**src/design/flpr_pkg.sv**
```systemverilog
// ============================================================================
// flpr_pkg: shared constants and coefficient table for the low-pass FIR
// Holds the default parameter values, the fixed index width and the Q1.15
// tap table, with a helper that rescales a tap to the chosen coefficient width.
// ============================================================================
package flpr_pkg;

    localparam int TAP_COUNT_DEF      = 30;
    localparam int RESIDUAL_DELAY_DEF = 15;
    localparam int SAMPLE_WIDTH_DEF   = 16;
    localparam int COEF_WIDTH_DEF     = 16;

    // Width of the running sample index field.
    localparam int IDX_W = 16;

    localparam int TABLE_TAPS = 30;

    localparam int LP_COEF_Q15 [TABLE_TAPS] = '{
        162, 184, 250, 356, 498, 669, 863, 1069, 1278, 1480,
        1666, 1826, 1954, 2043, 2088, 2088, 2043, 1954, 1826, 1666,
        1480, 1278, 1069, 863, 669, 498, 356, 250, 184, 162
    };

    // Tap k scaled to cw bits; taps beyond the table are zero. Narrower
    // widths round half up.
    function automatic int coef_at(input int k, input int cw);
        int c;
        int sh;
        c  = 0;
        sh = 0;
        if (k < 0 || k >= TABLE_TAPS) begin
            return 0;
        end
        c = LP_COEF_Q15[k];
        if (cw >= 16) begin
            return c <<< (cw - 16);
        end
        sh = 16 - cw;
        return (c + ((1 << sh) >>> 1)) >>> sh;
    endfunction

endpackage

```
**src/design/fir_lowpass_with_residual.sv**
```systemverilog
// ============================================================================
// fir_lowpass_with_residual: symmetric low-pass FIR with delayed residual
// One shared multiply-accumulate walks a rotating tap line; the ring slot is
// found by a bit-serial remainder over the sample index.
// ============================================================================
// Usage
//   Input channel (s_axis): one item per sample, tdata holds the signed
//   sample and its running index. Output channel (m_axis): one item per input
//   item, tdata holds the saturated filtered value and the residual, tuser
//   carries the residual valid flag.
//   Each item is taken in the idle state; the tap line then rotates past the
//   one multiplier once per tap while the index remainder is formed one bit
//   per cycle, then a drain state empties the product register and a final
//   state rounds, saturates and loads the output register. The next input
//   item is accepted only once that final state has loaded its result.
//   The output register holds a finished item while the next input item is
//   taken and filtered; if that second result is ready before the first has
//   been taken, the block waits with it until the receiver takes the first.
//   Reset clears the tap line, the control state and the output valid flag.
//   The residual history ring is not cleared; its slots are written from
//   index TAP_COUNT on and read from index TAP_COUNT + RESIDUAL_DELAY on.
// ============================================================================
module fir_lowpass_with_residual #(
    parameter int TAP_COUNT      = flpr_pkg::TAP_COUNT_DEF,
    parameter int RESIDUAL_DELAY = flpr_pkg::RESIDUAL_DELAY_DEF,
    parameter int SAMPLE_WIDTH   = flpr_pkg::SAMPLE_WIDTH_DEF,
    parameter int COEF_WIDTH     = flpr_pkg::COEF_WIDTH_DEF,
    localparam int IN_W  = ((SAMPLE_WIDTH + flpr_pkg::IDX_W + 7) / 8) * 8,
    localparam int OUT_W = ((2 * SAMPLE_WIDTH + 1 + 7) / 8) * 8
) (
    input  logic             i_clk,
    input  logic             i_rst_n,
    input  logic             i_s_axis_tvalid,
    output logic             o_s_axis_tready,
    // Fields from bit 0: sample, sample_index, zero padding.
    input  logic [IN_W-1:0]  i_s_axis_tdata,
    output logic             o_m_axis_tvalid,
    input  logic             i_m_axis_tready,
    // Fields from bit 0: filtered, residual, zero padding.
    output logic [OUT_W-1:0] o_m_axis_tdata,
    // Fields from bit 0: residual_valid.
    output logic [0:0]       o_m_axis_tuser
);

    localparam int IDX_W    = flpr_pkg::IDX_W;
    localparam int PROD_W   = SAMPLE_WIDTH + COEF_WIDTH;
    localparam int ACC_W    = PROD_W + $clog2(TAP_COUNT);
    localparam int LOOP     = (TAP_COUNT > IDX_W) ? TAP_COUNT : IDX_W;
    localparam int CNT_W    = $clog2(LOOP + 1);
    localparam int SLOT_W   = (RESIDUAL_DELAY > 1) ? $clog2(RESIDUAL_DELAY) : 1;
    localparam int RES_W    = SAMPLE_WIDTH + 1;
    localparam int PAD_W    = OUT_W - SAMPLE_WIDTH - RES_W;

    localparam logic signed [ACC_W:0] HALF_LSB = (ACC_W + 1)'(1) <<< (COEF_WIDTH - 2);
    localparam logic signed [ACC_W:0] SAT_HI =
        (ACC_W + 1)'((64'sd1 <<< (SAMPLE_WIDTH - 1)) - 64'sd1);
    localparam logic signed [ACC_W:0] SAT_LO = -SAT_HI - (ACC_W + 1)'(1);

    localparam logic [1:0] ST_IDLE  = 2'd0;
    localparam logic [1:0] ST_RUN   = 2'd1;
    localparam logic [1:0] ST_DRAIN = 2'd2;
    localparam logic [1:0] ST_FIN   = 2'd3;

    logic [1:0]                     r_state;
    logic [1:0]                     n_state;
    logic signed [SAMPLE_WIDTH-1:0] r_line [TAP_COUNT];
    logic signed [SAMPLE_WIDTH-1:0] r_x;
    logic [IDX_W-1:0]               r_idx_sh;
    logic [SLOT_W-1:0]              r_rem;
    logic                           r_in_ring;
    logic                           r_res_on;
    logic [CNT_W-1:0]               r_cnt;
    logic signed [PROD_W-1:0]       r_prod;
    logic                           r_prod_vld;
    logic signed [ACC_W-1:0]        r_acc;
    logic signed [SAMPLE_WIDTH-1:0] r_hist [RESIDUAL_DELAY];
    logic                           r_out_vld;
    logic signed [SAMPLE_WIDTH-1:0] r_out_filt;
    logic signed [RES_W-1:0]        r_out_res;
    logic                           r_out_rvld;

    logic                           w_accept;
    logic                           w_out_free;
    logic                           w_mac_on;
    logic                           w_rem_on;
    logic signed [COEF_WIDTH-1:0]   w_coef;
    logic [SLOT_W:0]                w_rem2;
    logic [SLOT_W:0]                w_rem_next;
    logic signed [SAMPLE_WIDTH-1:0] w_in_sample;
    logic [IDX_W-1:0]               w_in_idx;
    logic signed [ACC_W:0]          w_biased;
    logic signed [ACC_W:0]          w_q;
    logic signed [SAMPLE_WIDTH-1:0] w_filt;
    logic signed [RES_W-1:0]        w_res;

    assign w_in_sample = i_s_axis_tdata[SAMPLE_WIDTH-1:0];
    assign w_in_idx    = i_s_axis_tdata[SAMPLE_WIDTH +: IDX_W];

    assign o_s_axis_tready = (r_state == ST_IDLE);
    assign w_accept        = i_s_axis_tvalid && o_s_axis_tready;
    assign w_out_free      = !r_out_vld || i_m_axis_tready;

    assign w_mac_on = (r_cnt < CNT_W'(TAP_COUNT));
    assign w_rem_on = (r_cnt < CNT_W'(IDX_W));
    assign w_coef   = COEF_WIDTH'(flpr_pkg::coef_at(int'(r_cnt), COEF_WIDTH));

    // Restoring remainder step, index bits taken most significant first.
    always_comb begin
        w_rem2     = {r_rem, r_idx_sh[IDX_W-1]};
        w_rem_next = w_rem2;
        if (w_rem2 >= (SLOT_W + 1)'(RESIDUAL_DELAY)) begin
            w_rem_next = w_rem2 - (SLOT_W + 1)'(RESIDUAL_DELAY);
        end
    end

    // Round half up by flooring after adding half an LSB, then saturate.
    always_comb begin
        w_biased = (ACC_W + 1)'(r_acc) + HALF_LSB;
        w_q      = w_biased >>> (COEF_WIDTH - 1);
        if (w_q > SAT_HI) begin
            w_filt = SAMPLE_WIDTH'(SAT_HI);
        end else if (w_q < SAT_LO) begin
            w_filt = SAMPLE_WIDTH'(SAT_LO);
        end else begin
            w_filt = SAMPLE_WIDTH'(w_q);
        end
        w_res = RES_W'(r_x) - RES_W'(r_hist[r_rem]);
    end

    always_comb begin
        n_state = r_state;
        unique case (r_state)
            ST_IDLE: begin
                if (w_accept) begin
                    n_state = ST_RUN;
                end
            end
            ST_RUN: begin
                if (r_cnt == CNT_W'(LOOP - 1)) begin
                    n_state = ST_DRAIN;
                end
            end
            ST_DRAIN: begin
                n_state = ST_FIN;
            end
            ST_FIN: begin
                if (w_out_free) begin
                    n_state = ST_IDLE;
                end
            end
            default: begin
                n_state = ST_IDLE;
            end
        endcase
    end

    always_ff @(posedge i_clk) begin
        if (!i_rst_n) begin
            r_state    <= ST_IDLE;
            r_out_vld  <= 1'b0;
            r_prod_vld <= 1'b0;
            r_cnt      <= '0;
            for (int i = 0; i < TAP_COUNT; i++) begin
                r_line[i] <= '0;
            end
        end else begin
            r_state <= n_state;

            // A new result may replace the one being taken in the same cycle.
            if (r_state == ST_FIN && w_out_free) begin
                r_out_vld <= 1'b1;
            end else if (r_out_vld && i_m_axis_tready) begin
                r_out_vld <= 1'b0;
            end

            unique case (r_state)
                ST_IDLE: begin
                    if (w_accept) begin
                        // The new sample enters at the head; the tail entry
                        // falls out of the filter.
                        r_line[0] <= w_in_sample;
                        for (int i = 1; i < TAP_COUNT; i++) begin
                            r_line[i] <= r_line[i-1];
                        end
                        r_x        <= w_in_sample;
                        r_idx_sh   <= w_in_idx;
                        r_rem      <= '0;
                        r_in_ring  <= (w_in_idx >= IDX_W'(TAP_COUNT));
                        r_res_on   <= (w_in_idx >= IDX_W'(TAP_COUNT + RESIDUAL_DELAY));
                        r_cnt      <= '0;
                        r_acc      <= '0;
                        r_prod_vld <= 1'b0;
                    end
                end
                ST_RUN: begin
                    r_cnt <= r_cnt + CNT_W'(1);
                    if (r_prod_vld) begin
                        r_acc <= r_acc + ACC_W'(r_prod);
                    end
                    r_prod_vld <= w_mac_on;
                    if (w_mac_on) begin
                        r_prod <= w_coef * r_line[0];
                        // One full turn of the line leaves it as it was.
                        r_line[TAP_COUNT-1] <= r_line[0];
                        for (int i = 0; i < TAP_COUNT - 1; i++) begin
                            r_line[i] <= r_line[i+1];
                        end
                    end
                    if (w_rem_on) begin
                        r_rem    <= SLOT_W'(w_rem_next);
                        r_idx_sh <= {r_idx_sh[IDX_W-2:0], 1'b0};
                    end
                end
                ST_DRAIN: begin
                    if (r_prod_vld) begin
                        r_acc <= r_acc + ACC_W'(r_prod);
                    end
                    r_prod_vld <= 1'b0;
                end
                default: begin
                end
            endcase
        end
    end

    // Payload of the output register and the history ring.
    always_ff @(posedge i_clk) begin
        if (r_state == ST_FIN && w_out_free) begin
            r_out_filt <= w_filt;
            r_out_res  <= r_res_on ? w_res : '0;
            r_out_rvld <= r_res_on;
            if (r_in_ring) begin
                r_hist[r_rem] <= w_filt;
            end
        end
    end

    assign o_m_axis_tvalid = r_out_vld;
    assign o_m_axis_tdata  = {PAD_W'(0), r_out_res, r_out_filt};
    assign o_m_axis_tuser  = r_out_rvld;

endmodule
```
**config.mk**
```make
export PLATFORM = sky130hd
export DESIGN_NAME = fir_lowpass_with_residual
export DESIGN_NICKNAME = d
export VERILOG_FILES = /design/src/design/flpr_pkg.sv /design/src/design/fir_lowpass_with_residual.sv
export SDC_FILE = /design/constraint.sdc
export NUM_CORES = 1
export LEC_CHECK = 0
export BUFFER_PORTS_ARGS = -buffer_cell sky130_fd_sc_hd__clkbuf_2
export CORE_MARGIN = 5
export CORE_UTILIZATION = 41
export CTS_CLUSTER_SIZE = 8
export DETAILED_ROUTE_END_ITERATION = 8
export PLACE_DENSITY = 0.63
export REMOVE_ABC_BUFFERS = 1
export SLEW_MARGIN = 5
export SYNTH_ARGS = -nofsm -noshare
export SYNTH_HDL_FRONTEND = slang
export SYNTH_SLANG_ARGS = --single-unit
export TNS_END_PERCENT = 30
```
**constraint.sdc**
```tcl
create_clock -name i_clk -period 18.4 [get_ports i_clk]
set_input_delay 3.68 -clock i_clk [delete_from_list [all_inputs] [get_ports i_clk]]
set_output_delay 3.68 -clock i_clk [all_outputs]
set_load 0.02 [all_outputs]
```
# Yosys cells after proc, flatten, opt, wreduce, memory -nomap -nowiden

Memory sizes are Yosys's and may differ from the RTL's. A register that Yosys moved wholly into a read port is not among the register bits.
Index checks and enable logic that the tools add are counted.

Shift operators: 0
Equality and inequality tests: 9
Divide/modulo/power cells: 0
Add/subtract/negate cells: 5
Order comparisons: 9
$mul: 1
Reduce and logical (&&, ||, !) cells: 18
Bitwise logic cells: 61
Mux-type cells: 99

Operators by type and width:

| kind                     | count |
|---|---|
| $mux W16                 | 67 |
| $mux W37                 | 2 |
| $pmux W37 S2             | 1 |
| $or A1 B1 Y1             | 60 |
| $add A37 B16 Y38 const B | 1 |
| $add A37 B32 Y37         | 1 |
| $ge A32 B6 Y1 const B    | 1 |
| $mul A16 B16 Y32         | 1 |
| $not A5 Y32              | 1 |
| $pmux W16 S2             | 1 |
| $gt A23 B16 Y1 const B   | 1 |
| $lt A23 B16 Y1 const B   | 1 |
| $sub A16 B16 Y17         | 1 |
| $ge A16 B5 Y1 const B    | 1 |
| $ge A16 B6 Y1 const B    | 1 |
| $mux W1                  | 16 |
| $mux W4                  | 4 |
| $lt A5 B5 Y1 const B     | 2 |
| $pmux W5 S2              | 1 |
| $reduce_and A3 Y1        | 3 |
| $pmux W2 S4              | 1 |
| $pmux W4 S2              | 1 |
| $reduce_and A4 Y1        | 2 |
| $mux W2                  | 3 |
| 19 further kinds         | 28 |

Memories kept: 3
Word-level logic and storage cells: 219
Output and inout port bits: 43
Memory bits (writable): 720
ROM bits: 1024
Register bits after elaboration: 150
Latch bits: 0

Memories:

| memory           | words | width | read ports | clocked after Yosys merged registers in | write ports | RTL line                        | text |
|---|---|---|---|---|---|---|---|
| (name not given) | 32    | 32    | 1          | 0                                       | 0           | flpr_pkg.sv:34                  | `c = LP_COEF_Q15[k];` |
| r_line           | 30    | 16    | 30         | 0                                       | 30          | fir_lowpass_with_residual.sv:66 | `logic signed [SAMPLE_WIDTH-1:0] r_line [TAP_COUNT];` |
| r_hist           | 15    | 16    | 1          | 1                                       | 1           | fir_lowpass_with_residual.sv:76 | `logic signed [SAMPLE_WIDTH-1:0] r_hist [RESIDUAL_DELAY];` |

# Longest topological paths before layout

Gate-level depths: netlist (run 1).

Depth in word-level cells: 8
Mapped depth: 32

# Worst setup path before layout (run 1)

Ideal clock, no wire load.

Kind: input-to-reg
Start point: in i_s_axis_tvalid
End point: mem r_line[0][16] (netlist bit), enable pin
Stages: 5
Path buffers: 3
Setup time: 2.463 ns
Path slack: 6.000 ns
Arrival: 9.937 ns
Cell sequence: clkbuf_1 nand2_1 clkbuf_1 clkbuf_1 nand3_1

RTL lines:

| item        | RTL line                        | text |
|---|---|---|
| from (decl) | fir_lowpass_with_residual.sv:33 | `input logic i_s_axis_tvalid,` |
| to (decl)   | fir_lowpass_with_residual.sv:66 |  |

# Final worst setup path (run 1)

Start point: reg r_cnt[1]
End point: reg r_prod[30], data pin

Longest elaborated chain between the ends: 6
Elaborated cells on any way between the ends: 8
Those cells by class: 1 x mul; 1 x order compare; 4 x mux; 1 x bitwise; 1 x memory

RTL lines:

| item                                         | RTL line                         | text |
|---|---|---|
| from (decl)                                  | fir_lowpass_with_residual.sv:72  | `logic [CNT_W-1:0] r_cnt;` |
| from (signal assigned)                       | fir_lowpass_with_residual.sv:196 | `r_cnt <= r_cnt + CNT_W'(1);` |
| $not A5 Y32 (implied by the code)            | flpr_pkg.sv:34                   |  |
| $mem_v2 Z32 W32                              | n/a                              |  |
| $mux W16 (implied by the code) (2 in series) | flpr_pkg.sv:34                   |  |
| $mux W16 (*)                                 | flpr_pkg.sv:34                   |  |
| $mul A16 B16 Y32 (*)                         | fir_lowpass_with_residual.sv:202 | `r_prod <= w_coef * r_line[0];` |
| to (signal assigned)                         | fir_lowpass_with_residual.sv:202 |  |
| to (decl)                                    | fir_lowpass_with_residual.sv:73  | `logic signed [PROD_W-1:0] r_prod;` |

Mark *: on every way between the ends. The rest lies on a longest branch, timed or not. The select of a mux whose other input is x is not followed.
A chain may end at the register's enable or synchronous reset.

==> results of run 1 <==
## tightest hold or removal path, cell delays in order (launching register included)
cell and delay (ps):
dfxtp_1 310, nand2_1 50, a311oi_1 80
## worst max-delay path by stage
stage,to,slack [ps],cells after the start
after floorplan,r_line[0][16],-11700,6
after global routing,r_prod[29],9640,26
after detailed placement,r_prod[30],10230,26
after global placement,r_prod[30],10290,26
final,r_prod[30],10280,26
after CTS,r_prod[30],10240,26
## flip-flops by register name, indices dropped and copies added, names as in the netlist, 2 cells and up, named ones only
signal      count
r_x            16
r_cnt           5
r_out_filt     16
r_out_res      17
r_rem           4
r_line        480
r_acc          37
r_hist        240
r_state         2
r_prod         32
r_idx_sh       16
## routing by layer
layer,routed length [um],track usage (%)
met5,13,0
met4,2040,4.02
met3,6780,3.39
met2,50200,28.7
met1,47800,25.2
## power groups by stage
stage	logic, mW	registers, mW	clock network [mW]
detailed placement	3.81	3.66	0
floorplan	2.88	3.60	0
finish	3.81	3.65	1.98
CTS	3.84	3.65	2.02
global route	4.31	3.72	2.11
global placement	3.76	3.67	0
## per-stage QoR
stage,total power [mW],cell area [um2],cells,util (%)
CTS,9.51,51100,5263,46.1
global route,10.1,51100,5263,46.1
floorplan,6.48,44900,3464,-
finish,9.44,51200,5267,46.2
detailed placement,7.48,47800,5093,43.2
global placement,7.43,47800,5093,43.2
## final cells by class
cell class	instances	area (um2)
inverters	238	898
multi-input cells	2352	18200
fillers	10100	59700
flip-flops and latches	874	26000
clock inverters	8	125
clock buffers	162	3190
well taps	1488	1860
repair buffers	141	906
diodes	4	10.0
## cells by family after synthesis
family	Yosys count	share of synthesized area, %
xor gates and xnor gates	59	1.13
DFF	874	56.7
buffers and inverters	469	3.94
AOI/OAI and AO/OA	816	12.6
and+or+nand+nor	1023	10.0
muxes	115	4.31
other	1	0.00819
adders and majority gates	332	11.4
## synthesized netlist by cell type (7+ instances only)
| library cell | n | area, um2 |
|---|---|---|
| a311oi_1 | 18 | 158 |
| xor2_1 | 23 | 201 |
| ha_1 | 191 | 2390 |
| dfxtp_1 | 29 | 581 |
| a211oi_1 | 16 | 120 |
| inv_1 | 236 | 886 |
| nand4_1 | 15 | 93.8 |
| buf_2 | 9 | 45.0 |
| or3_1 | 7 | 43.8 |
| and2_1 | 108 | 676 |
| a22o_1 | 288 | 2520 |
| o2111ai_1 | 9 | 78.8 |
| xnor2_1 | 36 | 315 |
| nand3_1 | 46 | 230 |
| o211ai_1 | 13 | 97.6 |
| nor2_1 | 147 | 552 |
| nor4_1 | 8 | 50.1 |
| edfxtp_1 | 845 | 25400 |
| buf_4 | 7 | 52.6 |
| a21o_1 | 34 | 255 |
| mux2_2 | 17 | 191 |
| fa_1 | 140 | 2800 |
| o31ai_1 | 7 | 52.6 |
| nor2b_1 | 24 | 150 |
| and3_1 | 19 | 119 |
| o21ai_1 | 9 | 45.0 |
| buf_1 | 18 | 67.6 |
| nor3_1 | 46 | 230 |
| nand2_1 | 553 | 2080 |
| a21oi_1 | 257 | 1290 |
| mux2i_1 | 34 | 340 |
| mux4_2 | 64 | 1440 |
| nand2b_1 | 28 | 175 |
| o21bai_1 | 8 | 60.1 |
| clkbuf_1 | 195 | 732 |
| a31oi_1 | 14 | 87.6 |
| o21ai_0 | 66 | 330 |
| o21a_1 | 17 | 128 |
## placed cells by master, fill, tap and decap left out, types with 64 or more instances in the layout
| master | n |
|---|---|
| inv_1 | 236 |
| a22o_1 | 288 |
| clkbuf_2 | 71 |
| nor2_1 | 145 |
| a21oi_1 | 256 |
| nand2_1 | 553 |
| clkbuf_16 | 121 |
| ha_1 | 191 |
| fa_1 | 140 |
| buf_4 | 68 |
| and2_1 | 108 |
| mux4_2 | 64 |
| edfxtp_1 | 845 |
==> reports/qor.txt, run 1 <==
run status - finished, final reports clean
DR DRC count - 0
hold_sp - r_line[14][22]
CTS tree - done
initial drt markers - 2493
vias in the first global route - 28.9k
Post-synth EDFFs - 845
max cap viols - 0
RR Startpoint - r_cnt[1]
die height - 344 um
via count - 29.2k
Post-CTS Setup Inserts - 0
CP most frequent cell - fa_1
clk_skew - 45.8 ps
Synthesis Warnings - 0
Critical R2R Capture - r_prod[30]
Setup TNS - 0 ps
H-tree levels - 3
Hold Slack - 485 ps
initial core utilization - 41.3%
HP Class - reg2reg
Layout area overhead - 11.7%
post_cts resized - 0
CTS Buf Count - 120
Post-Syn Area - 45800 um2
Total GRT Usage - 17.8%
critical path's slowest cell - a31oi_2
Core ar. - 111000 um2
CTS clock-pin slew for the worst setup and hold paths - 50 ps
vias per inst - 5.54
final worst slack - 10280 ps
Die Wd - 344 um
initial antenna violation count - 7
Avg WL per Cell - 20.3 um
setup slack, reg-to-reg - 10280 ps
layout cells sized above 1 - 10.2%
drt total wl - 107000 um
worst-skew pair later-pin latency - 690 ps
ys async rst share - 0%
# nets final - 4094
deepest clock path buffer count - 3
IO Count - 79
setup violators final - 0
Detailed Place HPWL - 68900 um
Crit Path Class - reg2reg
post-placement setup slack - 10230 ps
Worst-Margin Slew - 1250 ps
global route overflow - 0
CTS Hold Bufs - 0
worst vdd ir - 134 uV
Post-Syn Area per Cell - 12.4 um2
# rows - 122
Pleak - 19.6 nW
Logic pwr share - 40.4%
TritonCTS sink count - 874
Critical Path Fanout Max - 16
Psw - 3.63 mW
Syn Inst Count - 3689
Clk pwr share - 21.0%
Die Area - 119000 um2
Crit path max-delay family - adder cells
Worst R2R Path Depth - 26
Routed Antenna Nets - 0
Critical Path Start - r_cnt[1]
hold endpoint - r_line[14][22]
post-synthesis sequential area ratio - 56.7%
Sequential Power Share - 38.6%
largest net degree at the start of global routing - 209
Worst setup EP type - flop
fin crit period - 8120 ps
unrepaired setup endpoints after global routing - no
CP required - 18810 ps
Net Sw Frac - 38.4%
relative slew slack - 16.0%
DR pass1 iterations - 5
number of port buffers - 71
first-pass GRT wire length - 167000 um
Root Buffer - clkbuf_16
Hold Violations, Final - 0
top_reg_cell synth - edfxtp_1
crit path buf inv count - 5
fmax - 123 MHz
Slew Limit Fails - 0
final worst path period share - 44.1%
Worst setup SP type - flop
Cell Pwr Density - 185 nW/um2
Worst path max stage delay - 700 ps
RePlAce Congestion - 0.827
cell depth of the worst hold path - 2
post-synth cell types - 81
Power Internal - 5.81 mW
critical path arrival - 8530 ps
#FFs+latches synth - 874
No activity file was read; power rests on OpenSTA's default activity.
==> inputs of run 2 (changes only) <==
--- a/config.mk
+++ b/config.mk
@@ -5,12 +5,13 @@
 export SDC_FILE = /design/constraint.sdc
 export NUM_CORES = 1
 export LEC_CHECK = 0
+export ABC_AREA = 1
 export BUFFER_PORTS_ARGS = -buffer_cell sky130_fd_sc_hd__clkbuf_2
 export CORE_MARGIN = 5
 export CORE_UTILIZATION = 41
 export CTS_CLUSTER_SIZE = 8
 export DETAILED_ROUTE_END_ITERATION = 8
-export PLACE_DENSITY = 0.63
+export PLACE_DENSITY = 0.65
 export REMOVE_ABC_BUFFERS = 1
 export SLEW_MARGIN = 5
 export SYNTH_ARGS = -nofsm -noshare
==> constraint.sdc (replaced) <==
create_clock -name i_clk -period 7.1 [get_ports i_clk]
set_input_delay 1.42 -clock i_clk [delete_from_list [all_inputs] [get_ports i_clk]]
set_output_delay 1.42 -clock i_clk [all_outputs]
set_load 0.02 [all_outputs]
==> run 2 against run 1 <==
First-iteration DRC count rose by 7.2%; final cell count rose by 15%; critical path type unchanged; sequential power rose by 120%; via count rose by 10%.
==> reports/qor.txt, run 2 <==
run status - finished, final reports clean (unchanged)
commonest non-fill, non-tap cells in the layout - edfxtp_1 (845), inv_1 (765), nand2_1 (577) (was edfxtp_1 (845), nand2_1 (553), a22o_1 (288))
RR Startpoint - r_cnt[1] (unchanged)
top_reg_cell synth - edfxtp_1 (unchanged)
global route overflow - 0 (unchanged)
RePlAce Congestion - 0.912 (was 0.827)
final worst path period share - 94.9% (was 44.1%)
first-pass GRT wire length - 174000 um (was 167000 um)
max cap viols - 0 (unchanged)
worst-skew pair later-pin latency - 720 ps (was 690 ps)
layout cells sized above 1 - 6.92% (was 10.2%)
TritonCTS sink count - 874 (unchanged)
commonest cells in the synthesized netlist - edfxtp_1 (845), inv_1 (770), nand2_1 (583) (was edfxtp_1 (845), nand2_1 (553), a22o_1 (288))
Synth area leader - edfxtp_1 (unchanged)
vias per inst - 5.30 (was 5.54)
die height - 345 um (was 344 um)
main area contributors after synthesis - edfxtp_1 (55%), inv_1 (6.3%), fa_1 (6.1%) (was edfxtp_1 (55%), fa_1 (6.1%), a22o_1 (5.5%))
initial drt markers - 2673 (was 2493)
commonest non-fill, non-tap cell in the layout - edfxtp_1 (unchanged)
CTS tree - done (unchanged)
final worst slack - 363 ps (was 10280 ps)
Critical R2R Capture - r_prod[20] (was r_prod[30])
Pleak - 20.6 nW (was 19.6 nW)
Detailed Place HPWL - 73600 um (was 68900 um)
total power - 23.4 mW (was 9.44 mW)
Avg WL per Cell - 18.3 um (was 20.3 um)
fmax - 148 MHz (was 123 MHz)
CP required - 7540 ps (was 18810 ps)
worst vdd ir - 304 uV (was 134 uV)
fin crit period - 6740 ps (was 8120 ps)
Worst setup EP type - flop (unchanged)
number of port buffers - 71 (unchanged)
most frequent cell after synthesis - edfxtp_1 (unchanged)
hold_sp - r_line[14][28] (was r_line[14][22])
via count - 32.1k (was 29.2k)
Crit Path Class - reg2reg (unchanged)
Final Util - 46.4% (was 46.2%)
# rows - 122 (unchanged)
Core ar. - 111000 um2 (about the same)
critical path arrival - 7180 ps (was 8530 ps)
CTS clock-pin slew for the worst setup and hold paths - 60 ps (was 50 ps)
Post-Syn Area per Cell - 10.4 um2 (was 12.4 um2)
Critical Path Fanout Max - 6 (was 16)
H-tree levels - 3 (unchanged)
CTS Hold Bufs - 0 (unchanged)
post-placement setup slack - 251 ps (was 10230 ps)
setup slack, reg-to-reg - 360 ps (was 10280 ps)
Hold Violations, Final - 0 (unchanged)
hold endpoint - r_line[14][28] (was r_line[14][22])
DR DRC count - 0 (unchanged)
drt total wl - 111000 um (was 107000 um)
Yosys top cell area share - 55.2% (was 55.4%)
Synthesis Warnings - 0 (unchanged)
Post-Syn Area - 46000 um2 (was 45800 um2)
Syn Inst Count - 4403 (was 3689)
deepest clock path buffer count - 3 (unchanged)
ANT cells - 0 (was 4)
Worst setup SP type - flop (unchanged)
Layout area overhead - 12.0% (was 11.7%)
Routed Antenna Nets - 0 (unchanged)
vias in the first global route - 31.2k (was 28.9k)
clk_skew - 59.7 ps (was 45.8 ps)
Total GRT Usage - 18.4% (was 17.8%)
initial antenna violation count - 3 (was 7)
Die Wd - 345 um (was 344 um)
max reg flops - 480 (unchanged)
relative slew slack - 19.1% (was 16.0%)
Cell Pwr Density - 454 nW/um2 (was 185 nW/um2)
ys async rst share - 0% (unchanged)
#FFs+latches synth - 874 (unchanged)
HP Class - reg2reg (unchanged)
initial core utilization - 41.4% (was 41.3%)
Post-synth EDFFs - 845 (unchanged)
Worst R2R Path Depth - 25 (was 26)
DR pass1 iterations - 6 (was 5)
Top Registers - r_line (480), r_hist (240), r_acc (37) (unchanged)
Die Area - 119000 um2 (about the same)
post-synth cell types - 47 (was 81)
post-synthesis sequential area ratio - 56.4% (was 56.7%)
IO Count - 79 (unchanged)
# nets final - 4852 (was 4094)
Largest Register - r_line (unchanged)
Root Buffer - clkbuf_16 (unchanged)
Worst-Margin Slew - 1210 ps (was 1250 ps)
unrepaired setup endpoints after global routing - no (unchanged)
largest net degree at the start of global routing - 243 (was 209)
setup violators final - 0 (unchanged)
cell depth of the worst hold path - 2 (unchanged)
CTS Buf Count - 121 (was 120)
Slew Limit Fails - 0 (unchanged)
[run 2: worst max path at each step]
stage,startpoint,depth (start not counted),slack (ps),endpoint
after floorplan,r_cnt[2],8,-7860,r_line[0][16]
after global placement,r_cnt[0],26,290,r_prod[23]
after detailed placement,r_cnt[0],27,250,r_prod[30]
after CTS,r_cnt[1],27,230,r_prod[30]
after global routing,r_cnt[0],26,10,r_prod[23]
final,r_cnt[1],25,360,r_prod[20]
[run 2: what timing repair did]
action | 4_1_cts | 5_1_grt
setup endpoints to repair | 0 | 16
gates resized for setup | 0 | 8
buffers inserted | 0 | 0
[run 2: cells by family (layout without fill, tap and decap cells)]
| family | after synthesis | count (layout) | share of synthesized area, % |
|---|---|---|---|
| AND/OR/NAND/NOR | 1177 | 1177 | 10.2 |
| AO/OA/AOI/OAI | 996 | 996 | 12.9 |
| buffers and inverters | 980 | 1136 | 8.38 |
| flip-flops | 874 | 874 | 56.4 |
| adder cells (fa/ha/maj) | 331 | 331 | 11.3 |
| XOR/XNOR | 44 | 44 | 0.838 |
| other | 1 | 7 | 0.00815 |
[run 2: per-layer routing]
metal | track usage (%) | vias to the layer above | part of all wire, % | routed length (um)
met5 | 0 | - | 0 | 0
met4 | 4.92 | 0 | 2.1 | 2350
met3 | 3.39 | 168 | 7.0 | 7820
met2 | 28.9 | 973 | 45 | 50300
met1 | 26.5 | 15600 | 46 | 50600
li1 | - | 15400 | - | -
[run 2: power breakdown]
| group | leakage, nW | internal (mW) | switching [mW] |
|---|---|---|---|
| clock | 1.69 | 3.23 | 2.17 |
| sequential | 8.60 | 7.69 | 0.485 |
| combinational | 10.3 | 3.06 | 6.76 |
[run 2: critical path, cell delays in order, from the launching register on]
cell	delay, ps
dfxtp_1	340
inv_1	60
ha_1	310
a21oi_1	320
o21ai_0	160
o21ai_0	120
nand2_1	100
nand2_2	180
buf_4	170
nor2_1	50
fa_1	530
inv_1	50
fa_1	500
fa_1	440
fa_1	560
inv_1	50
fa_1	470
inv_1	50
fa_1	530
inv_1	40
ha_1	380
nand4_1	170
o21ai_0	470
nand2_1	160
o21ai_1	180
xor2_1	80
[run 2: metrics by stage]
stage               cell area (um2)  instances  setup TNS (ps)  hold slack, ps
finish                        51500       6053               0             503
global route                  51500       6053               0             530
CTS                           51500       6053               0             506
detailed placement            48000       5850               0             494
global placement              48000       5850               0             489
floorplan                     45100       4219        -4422140             472
[run 2: layout make-up]
cell class | instances | area [um2]
inverters | 790 | 2970
flip-flops and latches | 874 | 26000
clock buffers | 191 | 3300
well taps | 1488 | 1860
clock inverters | 12 | 259
fillers | 10200 | 59400
repair buffers | 143 | 921
multi-input cells | 2555 | 16300
